`config.mk`:
```
export PLATFORM = sky130hd
export DESIGN_NAME = semaphore_table_open_wait
export DESIGN_NICKNAME = d
export VERILOG_FILES = /design/src/design/stow_pkg.sv /design/src/design/stow_ram.sv /design/src/design/stow_lookup.sv /design/src/design/stow_ctrl.sv /design/src/design/semaphore_table_open_wait.sv
export SDC_FILE = /design/constraint.sdc
export NUM_CORES = 2
export LEC_CHECK = 0
export CORE_MARGIN = 1.5
export CORE_UTILIZATION = 57
export DETAILED_ROUTE_END_ITERATION = 8
export DONT_BUFFER_PORTS = 1
export HOLD_SLACK_MARGIN = 0.05
export PLACE_DENSITY = 0.85
export SETUP_SLACK_MARGIN = 0.5
export SLEW_MARGIN = 0
export SYNTH_ARGS = -nofsm -noshare
export SYNTH_HDL_FRONTEND = slang
export SYNTH_SLANG_ARGS = --single-unit
```
`constraint.sdc`:
```
create_clock -name clk_i -period 6.3 [get_ports clk_i]
set_clock_uncertainty 0.05 [all_clocks]
set_input_delay 0.63 -clock clk_i [delete_from_list [all_inputs] [get_ports clk_i]]
set_output_delay 0.63 -clock clk_i [all_outputs]
set_load 0.01 [all_outputs]
```
`src/design/stow_pkg.sv`:
```
// Shared types and codes for the counting semaphore table.
// Holds request and response beat layouts, status codes and controller states.
// No dependencies.
package stow_pkg;

  // Request kind
  typedef enum logic {
    OP_OPEN = 1'b0,
    OP_WAIT = 1'b1
  } op_e;

  // Response status codes
  typedef enum logic [2:0] {
    STAT_OPENED     = 3'd0,
    STAT_GRANTED    = 3'd1,
    STAT_BLOCKED    = 3'd2,
    STAT_UNKNOWN    = 3'd3,
    STAT_LISTENERS  = 3'd4,
    STAT_TABLE_FULL = 3'd5,
    STAT_WAIT_FULL  = 3'd6
  } status_e;

  // Controller states
  typedef enum logic {
    ST_IDLE,
    ST_MODIFY
  } ctrl_state_e;

  localparam int IdW  = 32;
  localparam int ValW = 32;
  localparam int PidW = 16;

  // Request beat
  typedef struct packed {
    op_e             op;
    logic [IdW-1:0]  sem_id;
    logic [ValW-1:0] initial_value;
    logic [PidW-1:0] pid;
  } req_t;

  // Response beat
  typedef struct packed {
    status_e        status;
    logic [IdW-1:0] echo_id;
  } resp_t;

endpackage

```
`src/design/stow_ram.sv`:
```
// Generic single-write, single-read synchronous RAM with registered read data.
// No dependencies.
module stow_ram #(
  parameter int Width = 8,
  parameter int Depth = 16,
  localparam int AddrW = (Depth > 1) ? $clog2(Depth) : 1
) (
  input  logic             clk_i,
  input  logic             we_i,
  input  logic [AddrW-1:0] waddr_i,
  input  logic [Width-1:0] wdata_i,
  input  logic             re_i,
  input  logic [AddrW-1:0] raddr_i,
  output logic [Width-1:0] rdata_o
);

  logic [Width-1:0] mem [Depth];

  // Write port
  always_ff @(posedge clk_i) begin
    if (we_i) begin
      mem[waddr_i] <= wdata_i;
    end
  end

  // Registered read port, holds its data while not enabled
  always_ff @(posedge clk_i) begin
    if (re_i) begin
      rdata_o <= mem[raddr_i];
    end
  end

endmodule

```
`src/design/stow_lookup.sv`:
```
// Key store and id match for the semaphore table: valid bits, keys, and
// lowest-slot selection for hit and free. Depends on stow_pkg.
module stow_lookup #(
  parameter int TABLE_SLOTS = 16,
  localparam int SlotW = (TABLE_SLOTS > 1) ? $clog2(TABLE_SLOTS) : 1
) (
  input  logic                     clk_i,
  input  logic                     rst_ni,
  input  logic [stow_pkg::IdW-1:0] key_i,
  output logic                     hit_o,
  output logic                     free_o,
  output logic [SlotW-1:0]         slot_o,
  input  logic                     alloc_i,
  input  logic [SlotW-1:0]         alloc_slot_i,
  input  logic [stow_pkg::IdW-1:0] alloc_key_i
);

  logic [TABLE_SLOTS-1:0]   valid_q;
  logic [stow_pkg::IdW-1:0] key_q [TABLE_SLOTS];
  logic [SlotW-1:0]         hit_slot;
  logic [SlotW-1:0]         free_slot;

  // Mark a slot live when an entry is created
  always_ff @(posedge clk_i or negedge rst_ni) begin
    if (!rst_ni) begin
      valid_q <= '0;
    end else if (alloc_i) begin
      valid_q[alloc_slot_i] <= 1'b1;
    end
  end

  // Store the key of a new entry
  always_ff @(posedge clk_i) begin
    if (alloc_i) begin
      key_q[alloc_slot_i] <= alloc_key_i;
    end
  end

  // Compare all keys; lowest matching and lowest free slot win
  always_comb begin
    hit_o     = 1'b0;
    free_o    = 1'b0;
    hit_slot  = '0;
    free_slot = '0;
    for (int s = TABLE_SLOTS - 1; s >= 0; s--) begin
      if (valid_q[s] && (key_q[s] == key_i)) begin
        hit_o    = 1'b1;
        hit_slot = SlotW'(s);
      end
      if (!valid_q[s]) begin
        free_o    = 1'b1;
        free_slot = SlotW'(s);
      end
    end
  end

  assign slot_o = hit_o ? hit_slot : free_slot;

endmodule

```
`src/design/stow_ctrl.sv`:
```
// Request sequencer: takes a request beat, reads the entry, applies the open
// or wait rule, writes back and issues one response beat. Depends on stow_pkg.
module stow_ctrl #(
  parameter int TABLE_SLOTS = 16,
  parameter int MAX_WAITERS = 16,
  localparam int SlotW = (TABLE_SLOTS > 1) ? $clog2(TABLE_SLOTS) : 1,
  localparam int CntW  = $clog2(MAX_WAITERS + 1),
  localparam int EntW  = stow_pkg::ValW + 2 * CntW,
  localparam int PidDepth = TABLE_SLOTS * MAX_WAITERS,
  localparam int PidAW = (PidDepth > 1) ? $clog2(PidDepth) : 1
) (
  input  logic                      clk_i,
  input  logic                      rst_ni,
  input  logic                      in_valid_i,
  output logic                      in_ready_o,
  input  stow_pkg::req_t            req_i,
  output logic                      out_valid_o,
  input  logic                      out_ready_i,
  output stow_pkg::resp_t           resp_o,
  input  logic                      hit_i,
  input  logic                      free_i,
  input  logic [SlotW-1:0]          slot_i,
  output logic                      alloc_o,
  output logic [SlotW-1:0]          alloc_slot_o,
  output logic [stow_pkg::IdW-1:0]  alloc_key_o,
  output logic                      ent_re_o,
  output logic [SlotW-1:0]          ent_raddr_o,
  input  logic [EntW-1:0]           ent_rdata_i,
  output logic                      ent_we_o,
  output logic [SlotW-1:0]          ent_waddr_o,
  output logic [EntW-1:0]           ent_wdata_o,
  output logic                      pid_we_o,
  output logic [PidAW-1:0]          pid_waddr_o,
  output logic [stow_pkg::PidW-1:0] pid_wdata_o
);

  localparam logic [CntW-1:0] MaxCnt = CntW'(MAX_WAITERS);

  stow_pkg::ctrl_state_e state_q, state_d;
  stow_pkg::req_t        req_q;
  logic                  hit_q;
  logic                  free_q;
  logic [SlotW-1:0]      slot_q;
  logic                  out_valid_q, out_valid_d;
  stow_pkg::resp_t       resp_q, resp_d;

  logic                      accept;
  logic                      commit;
  logic [stow_pkg::ValW-1:0] cur_count;
  logic [CntW-1:0]           cur_lis;
  logic [CntW-1:0]           cur_wai;
  logic [stow_pkg::ValW-1:0] new_count;
  logic [CntW-1:0]           new_lis;
  logic [CntW-1:0]           new_wai;

  assign accept = in_valid_i && in_ready_o;
  assign commit = (state_q == stow_pkg::ST_MODIFY) && (!out_valid_q || out_ready_i);

  // Split the entry word read back from the RAM
  assign cur_count = ent_rdata_i[EntW-1 -: stow_pkg::ValW];
  assign cur_lis   = ent_rdata_i[2*CntW-1 -: CntW];
  assign cur_wai   = ent_rdata_i[CntW-1:0];

  // Next state
  always_comb begin
    state_d = state_q;
    unique case (state_q)
      stow_pkg::ST_IDLE: begin
        if (accept) begin
          state_d = stow_pkg::ST_MODIFY;
        end
      end
      stow_pkg::ST_MODIFY: begin
        if (commit) begin
          state_d = stow_pkg::ST_IDLE;
        end
      end
      default: state_d = stow_pkg::ST_IDLE;
    endcase
  end

  // Outputs: entry read, write-back, allocation and response
  always_comb begin
    in_ready_o   = (state_q == stow_pkg::ST_IDLE);
    ent_re_o     = accept;
    ent_raddr_o  = slot_i;
    ent_we_o     = 1'b0;
    ent_waddr_o  = slot_q;
    alloc_o      = 1'b0;
    alloc_slot_o = slot_q;
    alloc_key_o  = req_q.sem_id;
    pid_we_o     = 1'b0;
    pid_waddr_o  = PidAW'(slot_q) * PidAW'(MAX_WAITERS) + PidAW'(cur_wai);
    pid_wdata_o  = req_q.pid;
    new_count    = cur_count;
    new_lis      = cur_lis;
    new_wai      = cur_wai;
    out_valid_d  = out_valid_q && !out_ready_i;
    resp_d       = resp_q;
    if (commit) begin
      out_valid_d    = 1'b1;
      resp_d.echo_id = '0;
      if (req_q.op == stow_pkg::OP_OPEN) begin
        priority if (!hit_q && !free_q) begin
          resp_d.status = stow_pkg::STAT_TABLE_FULL;
        end else if (!hit_q) begin
          // Create the entry with one listener
          alloc_o        = 1'b1;
          ent_we_o       = 1'b1;
          new_count      = req_q.initial_value;
          new_lis        = CntW'(1);
          new_wai        = '0;
          resp_d.status  = stow_pkg::STAT_OPENED;
          resp_d.echo_id = req_q.sem_id;
        end else if (cur_lis >= MaxCnt) begin
          resp_d.status = stow_pkg::STAT_LISTENERS;
        end else begin
          ent_we_o       = 1'b1;
          new_lis        = cur_lis + CntW'(1);
          resp_d.status  = stow_pkg::STAT_OPENED;
          resp_d.echo_id = req_q.sem_id;
        end
      end else begin
        priority if (!hit_q) begin
          resp_d.status = stow_pkg::STAT_UNKNOWN;
        end else if (cur_count != '0) begin
          ent_we_o      = 1'b1;
          new_count     = cur_count - stow_pkg::ValW'(1);
          resp_d.status = stow_pkg::STAT_GRANTED;
        end else if (cur_wai >= MaxCnt) begin
          resp_d.status = stow_pkg::STAT_WAIT_FULL;
        end else begin
          // Append the caller to the blocked list
          ent_we_o      = 1'b1;
          pid_we_o      = 1'b1;
          new_wai       = cur_wai + CntW'(1);
          resp_d.status = stow_pkg::STAT_BLOCKED;
        end
      end
    end
    ent_wdata_o = {new_count, new_lis, new_wai};
  end

  // Control registers
  always_ff @(posedge clk_i or negedge rst_ni) begin
    if (!rst_ni) begin
      state_q     <= stow_pkg::ST_IDLE;
      out_valid_q <= 1'b0;
    end else begin
      state_q     <= state_d;
      out_valid_q <= out_valid_d;
    end
  end

  // Hold the request and its lookup result for the modify cycle
  always_ff @(posedge clk_i) begin
    if (accept) begin
      req_q  <= req_i;
      hit_q  <= hit_i;
      free_q <= free_i;
      slot_q <= slot_i;
    end
    resp_q <= resp_d;
  end

  assign out_valid_o = out_valid_q;
  assign resp_o      = resp_q;

endmodule

```
`src/design/semaphore_table_open_wait.sv`:
```
// Counting semaphore table, open and wait requests.
// Instantiates stow_lookup, stow_ctrl and two stow_ram memories; uses stow_pkg.
//
// Usage:
//   Request channel (in_valid_i / in_ready_o / req_i): one beat per request,
//   op selects open or wait on the 32-bit sem_id. Response channel
//   (out_valid_o / out_ready_i / resp_o): exactly one beat per request,
//   status code plus echo_id (the id on a successful open, else zero).
//   A request is looked up when accepted (key match plus entry RAM read);
//   the read-modify-write on the entry RAM then commits it and registers
//   its response. in_ready_o stays low from acceptance until that commit,
//   so no new request is taken until the current one has been committed.
//   The response sits in an output register; a stalled receiver holds the
//   block in its modify cycle only when a previous response is still
//   waiting, so one request can be in flight behind an untaken response.
//   Reset clears all valid bits, so the table starts empty; no clearing
//   pass is needed because every entry is fully written on creation.
module semaphore_table_open_wait #(
  parameter int TABLE_SLOTS = 16,
  parameter int MAX_WAITERS = 16
) (
  input  logic            clk_i,
  input  logic            rst_ni,
  input  logic            in_valid_i,
  output logic            in_ready_o,
  input  stow_pkg::req_t  req_i,
  output logic            out_valid_o,
  input  logic            out_ready_i,
  output stow_pkg::resp_t resp_o
);

  localparam int SlotW    = (TABLE_SLOTS > 1) ? $clog2(TABLE_SLOTS) : 1;
  localparam int CntW     = $clog2(MAX_WAITERS + 1);
  localparam int EntW     = stow_pkg::ValW + 2 * CntW;
  localparam int PidDepth = TABLE_SLOTS * MAX_WAITERS;
  localparam int PidAW    = (PidDepth > 1) ? $clog2(PidDepth) : 1;

  logic                      hit;
  logic                      free;
  logic [SlotW-1:0]          slot;
  logic                      alloc;
  logic [SlotW-1:0]          alloc_slot;
  logic [stow_pkg::IdW-1:0]  alloc_key;
  logic                      ent_re;
  logic [SlotW-1:0]          ent_raddr;
  logic [EntW-1:0]           ent_rdata;
  logic                      ent_we;
  logic [SlotW-1:0]          ent_waddr;
  logic [EntW-1:0]           ent_wdata;
  logic                      pid_we;
  logic [PidAW-1:0]          pid_waddr;
  logic [stow_pkg::PidW-1:0] pid_wdata;

  // Key match and slot allocation
  stow_lookup #(
    .TABLE_SLOTS(TABLE_SLOTS)
  ) u_lookup (
    .clk_i       (clk_i),
    .rst_ni      (rst_ni),
    .key_i       (req_i.sem_id),
    .hit_o       (hit),
    .free_o      (free),
    .slot_o      (slot),
    .alloc_i     (alloc),
    .alloc_slot_i(alloc_slot),
    .alloc_key_i (alloc_key)
  );

  // Request sequencer
  stow_ctrl #(
    .TABLE_SLOTS(TABLE_SLOTS),
    .MAX_WAITERS(MAX_WAITERS)
  ) u_ctrl (
    .clk_i       (clk_i),
    .rst_ni      (rst_ni),
    .in_valid_i  (in_valid_i),
    .in_ready_o  (in_ready_o),
    .req_i       (req_i),
    .out_valid_o (out_valid_o),
    .out_ready_i (out_ready_i),
    .resp_o      (resp_o),
    .hit_i       (hit),
    .free_i      (free),
    .slot_i      (slot),
    .alloc_o     (alloc),
    .alloc_slot_o(alloc_slot),
    .alloc_key_o (alloc_key),
    .ent_re_o    (ent_re),
    .ent_raddr_o (ent_raddr),
    .ent_rdata_i (ent_rdata),
    .ent_we_o    (ent_we),
    .ent_waddr_o (ent_waddr),
    .ent_wdata_o (ent_wdata),
    .pid_we_o    (pid_we),
    .pid_waddr_o (pid_waddr),
    .pid_wdata_o (pid_wdata)
  );

  // Per-entry count, listener count and waiter count
  stow_ram #(
    .Width(EntW),
    .Depth(TABLE_SLOTS)
  ) u_entry_ram (
    .clk_i  (clk_i),
    .we_i   (ent_we),
    .waddr_i(ent_waddr),
    .wdata_i(ent_wdata),
    .re_i   (ent_re),
    .raddr_i(ent_raddr),
    .rdata_o(ent_rdata)
  );

  // Blocked-list process ids, one row of MAX_WAITERS per slot
  stow_ram #(
    .Width(stow_pkg::PidW),
    .Depth(PidDepth)
  ) u_pid_ram (
    .clk_i  (clk_i),
    .we_i   (pid_we),
    .waddr_i(pid_waddr),
    .wdata_i(pid_wdata),
    .re_i   (1'b0),
    .raddr_i('0),
    .rdata_o()
  );

endmodule
```
==> metrics.md <==
| Metric | Value |
|---|---|
| Flops & latches, synth | about 1400 |
| Area Overhead vs Synth | 11.0% |
| R2r startpoint | u_lookup.key_q[12][14] |
| Sequential share of power | 0.503 |
| Outcome | complete, no violations |
| Internal Pwr Total | between 0.015 and 0.02 W |
| Final period utilization | 0.858 |
| Ys async rst share | 0.0133 |
| Switching Fraction | 0.258 |
| Kind of critical path | reg2reg |
| Setup slack after layout | a little under 0.9 ns |
| Hold WS | 0.121 ns |
| Crit end category | flip-flop |
| Global Route Usage Sum | 0.318 |
| Synthesized area | roughly 57000 um^2 |
| Clock transition at path regs | 0.06 ns |
| Remaining antenna violation count | 0 |
| Total routed wirelength | between 150000 and 200000 um |
| Antenna violations before repair | 3 |
| # IOs | approximately 120 |
| CTS root buffer | clkbuf_16 |
| Synth Flop Type | edfxtp_1 |
| Worst Hold Path Cells | 2 |
| Clock Sinks | between 1000 and 1500 |
| Setup Buffers After CTS | 0 |
| Worst hold path class | in2reg |
| Number of global-route vias before repair | ~36000 |
| Post-Syn Area per Cell | 14.9 um^2 |
| Count leader, synth | edfxtp_1 |
| Avg WL per Cell | slightly above 30 um |
| # DRC | 0 |
| Clock latency on the worst-skew pair | 0.78 ns |
| Cts repair resizes | 0 |
| Die footprint | slightly above 100000 um^2 |
| Core box area | just under 100000 um^2 |
| Via count | roughly 36000 |
| CP max FO | 21 |
| Share of layout cells above drive strength 1 | 0.0904 |
| Port bufs | 0 |
| Clk pwr share | 0.373 |
| Worst-case reg-to-reg path depth | 13 |
| F_max | approximately 180 MHz |
| Largest net degree at the start of global routing | approximately 120 |
| Final Net Count | between 3000 and 4000 |
| Net Count, Synth | slightly below 4000 |
| Worst EP required | around 6.7 ns |
| Grt total ovfl | 0 |
| CTS tree | yes |
| Final Hold Viols | 0 |
| Deepest clock path buffer count | 3 |
| Worst R2R Setup Slack | slightly below 0.9 ns |
| Top cells by area, synth | edfxtp_1 70%, xor2_1 6.1%, mux2i_1 3.6%, nand2_1 2.4%, nand3_1 2.1% |
| Cell count after synthesis | 3822 |
| Row cnt | around 120 |
| Static Leakage | around 21 nW |
| Hold Startpoint | out_ready_i |
| Final setup fails | 0 |
| RSZ-0062 raised after global routing | no |
| Post-synthesis sequential area ratio | 0.708 |
| Total CTS buffers | roughly 130 |
| Synth top area share | 0.700 |
| Hold Crit Endpoint | u_ctrl.out_valid_o |
| Post-synth EDFFs | between 1000 and 1500 |
| Setup TNS | 0 ns |
| Worst R2R End | u_entry_ram.rdata_o[38] |
| Die outline height | 320 um |
| Yosys warnings | 0 |
| Power per cell area | roughly 340 nW/um^2 |
| DRT Pass-1 Iters | 8 |
| DP HPWL | around 85000 um |
| Net switching power | 0.00549 W |
| First-pass GRT wire length | 234000 um |
| Post-place setup slack | a little over 0.9 ns |
| Maximum VDD drop | about 0.35 mV |
| Post-Place Cells | 4993 |
| Initial Util | 0.578 |
| Comb pwr share | 0.124 |
| Final Slew Violations | 0 |
| Unique masters post-synth | 69 |
| DR iter-0 viols | around 6000 |
| Most frequent cells after synthesis | 1332 x edfxtp_1, 401 x xor2_1, 362 x nand2_1 |
| Tightest Pin Transition | 1.43 ns |
| Slew headroom | 0.0480 |
| Vias per cell | between 6 and 7 |
| Post-layout util | 0.641 |
| Placer Congestion | 0.931 |
| Startpoint class of the critical path | flip-flop |
| WP data arrival | approximately 5.8 ns |
| Total of max-cap violations | 0 |
| Die width | 320 um |
| Fin cells | ~5300 |
| Fin crit period | 5.41 ns |
| Post-synth top area cell | edfxtp_1 |
| Total number of H-tree levels | 4 |
==> metrics by stage <==
stage	total power, W	instance area, um^2
detailed placement	0.0134	58400
finish	0.0213	63400
CTS	0.0212	63400
floorplan	0.0127	57100
global route	0.0218	63400
global placement	0.0132	58400
==> timing repair <==
item,in CTS,in global routing
hold endpoints to repair,83,0
setup endpoints to repair,0,0
hold buffers,66,0
==> logic make-up after synthesis <==
| group | count (synthesis) | share of synthesized area |
|---|---|---|
| flip-flops | 1350 | 0.708 |
| multiplexers | 253 | 0.0454 |
| buffers and inverters | 218 | 0.0225 |
| XOR/XNOR | 511 | 0.0784 |
| AND/OR/NAND/NOR | 1123 | 0.100 |
| adder cells (fa/ha/maj) | 5 | 0.00110 |
| AO/OA/AOI/OAI | 362 | 0.0443 |
==> worst max-delay path, cell delays in order (launching register included) <==
cell,delay (ns)
edfxtp_1,0.37
xor2_1,0.18
nor4_1,0.50
nand4_1,0.17
nor4_1,0.93
nand2_1,0.17
a311o_1,0.41
a221o_1,0.33
o21a_4,0.21
nor2_4,0.82
buf_4,0.38
nand3_1,0.14
a31oi_1,0.24
o221ai_1,0.15
==> power by group through the flow <==
stage	clock network, W	registers, W	logic (W)
2_1_floorplan	0	0.0107	0.00201
3_3_place_gp	0	0.0108	0.00239
3_5_place_dp	0	0.0109	0.00249
4_1_cts	0.00791	0.0107	0.00258
5_1_grt	0.00827	0.0107	0.00280
6_report	0.00794	0.0107	0.00264
==> worst max-delay path by stage <==
stage,startpoint,to
floorplan,in_valid_i,u_ctrl.alloc_key_o[0]
CTS,u_lookup.key_q[12][14],u_entry_ram.rdata_o[9]
detailed placement,req_i[62],u_entry_ram.rdata_o[39]
finish,u_lookup.key_q[12][14],u_entry_ram.rdata_o[38]
global placement,req_i[62],u_entry_ram.rdata_o[34]
global route,u_entry_ram.rdata_o[30],u_entry_ram.mem[13][41]
==> layout by cell type (no fill, tap or decap), drive strengths merged, types with 41 or more instances in the layout <==
cell         Yosys  layout
xnor2          110     110
mux2            47      47
xor2           401     401
edfxtp        1332    1332
o221ai          42      42
nand2          363     363
nor4           183     183
buf            127      85
a21oi           44      44
mux2i          206     206
a31oi           41      41
nand3          235     235
nor2            89      89
nand4           71      71
clkinv           0      48
dlygate4sd3      0      66
nor3            41      41
clkbuf          74     164
o21ai           92      92
==> layer usage <==
layer,track usage,vias up,share of wire
li1,-,14793,-
met1,0.382,17560,0.33
met2,0.506,3089,0.46
met3,0.0802,859,0.13
met4,0.221,2,0.081
met5,0,-,0.000079
==> flip-flops by register name (all words and copies together), names as in the netlist <==
signal,flops
u_ctrl.alloc_slot_o,4
u_lookup.key_q,512
u_entry_ram.rdata_o,42
u_ctrl.alloc_key_o,32
u_ctrl.free_q,1
u_ctrl.out_valid_o,1
u_lookup.valid_q,16
u_ctrl.resp_o,35
u_ctrl.hit_q,1
u_entry_ram.mem,672
u_ctrl.req_q,33
u_ctrl.state_q,1
==> final cells by class <==
class / count / area, um^2
Tap cell: 1287 / 1610
Timing Repair Buffer: 151 / 1360
Antenna cell: 6 / 15.0
Multi-Input combinational cell: 2254 / 15600
Clock buffer: 164 / 3470
Fill cell: 6374 / 35500
Inverter: 17 / 68.8
Clock inverter: 68 / 807
Sequential cell: 1350 / 40400
Power figures use the tool's default switching activity.
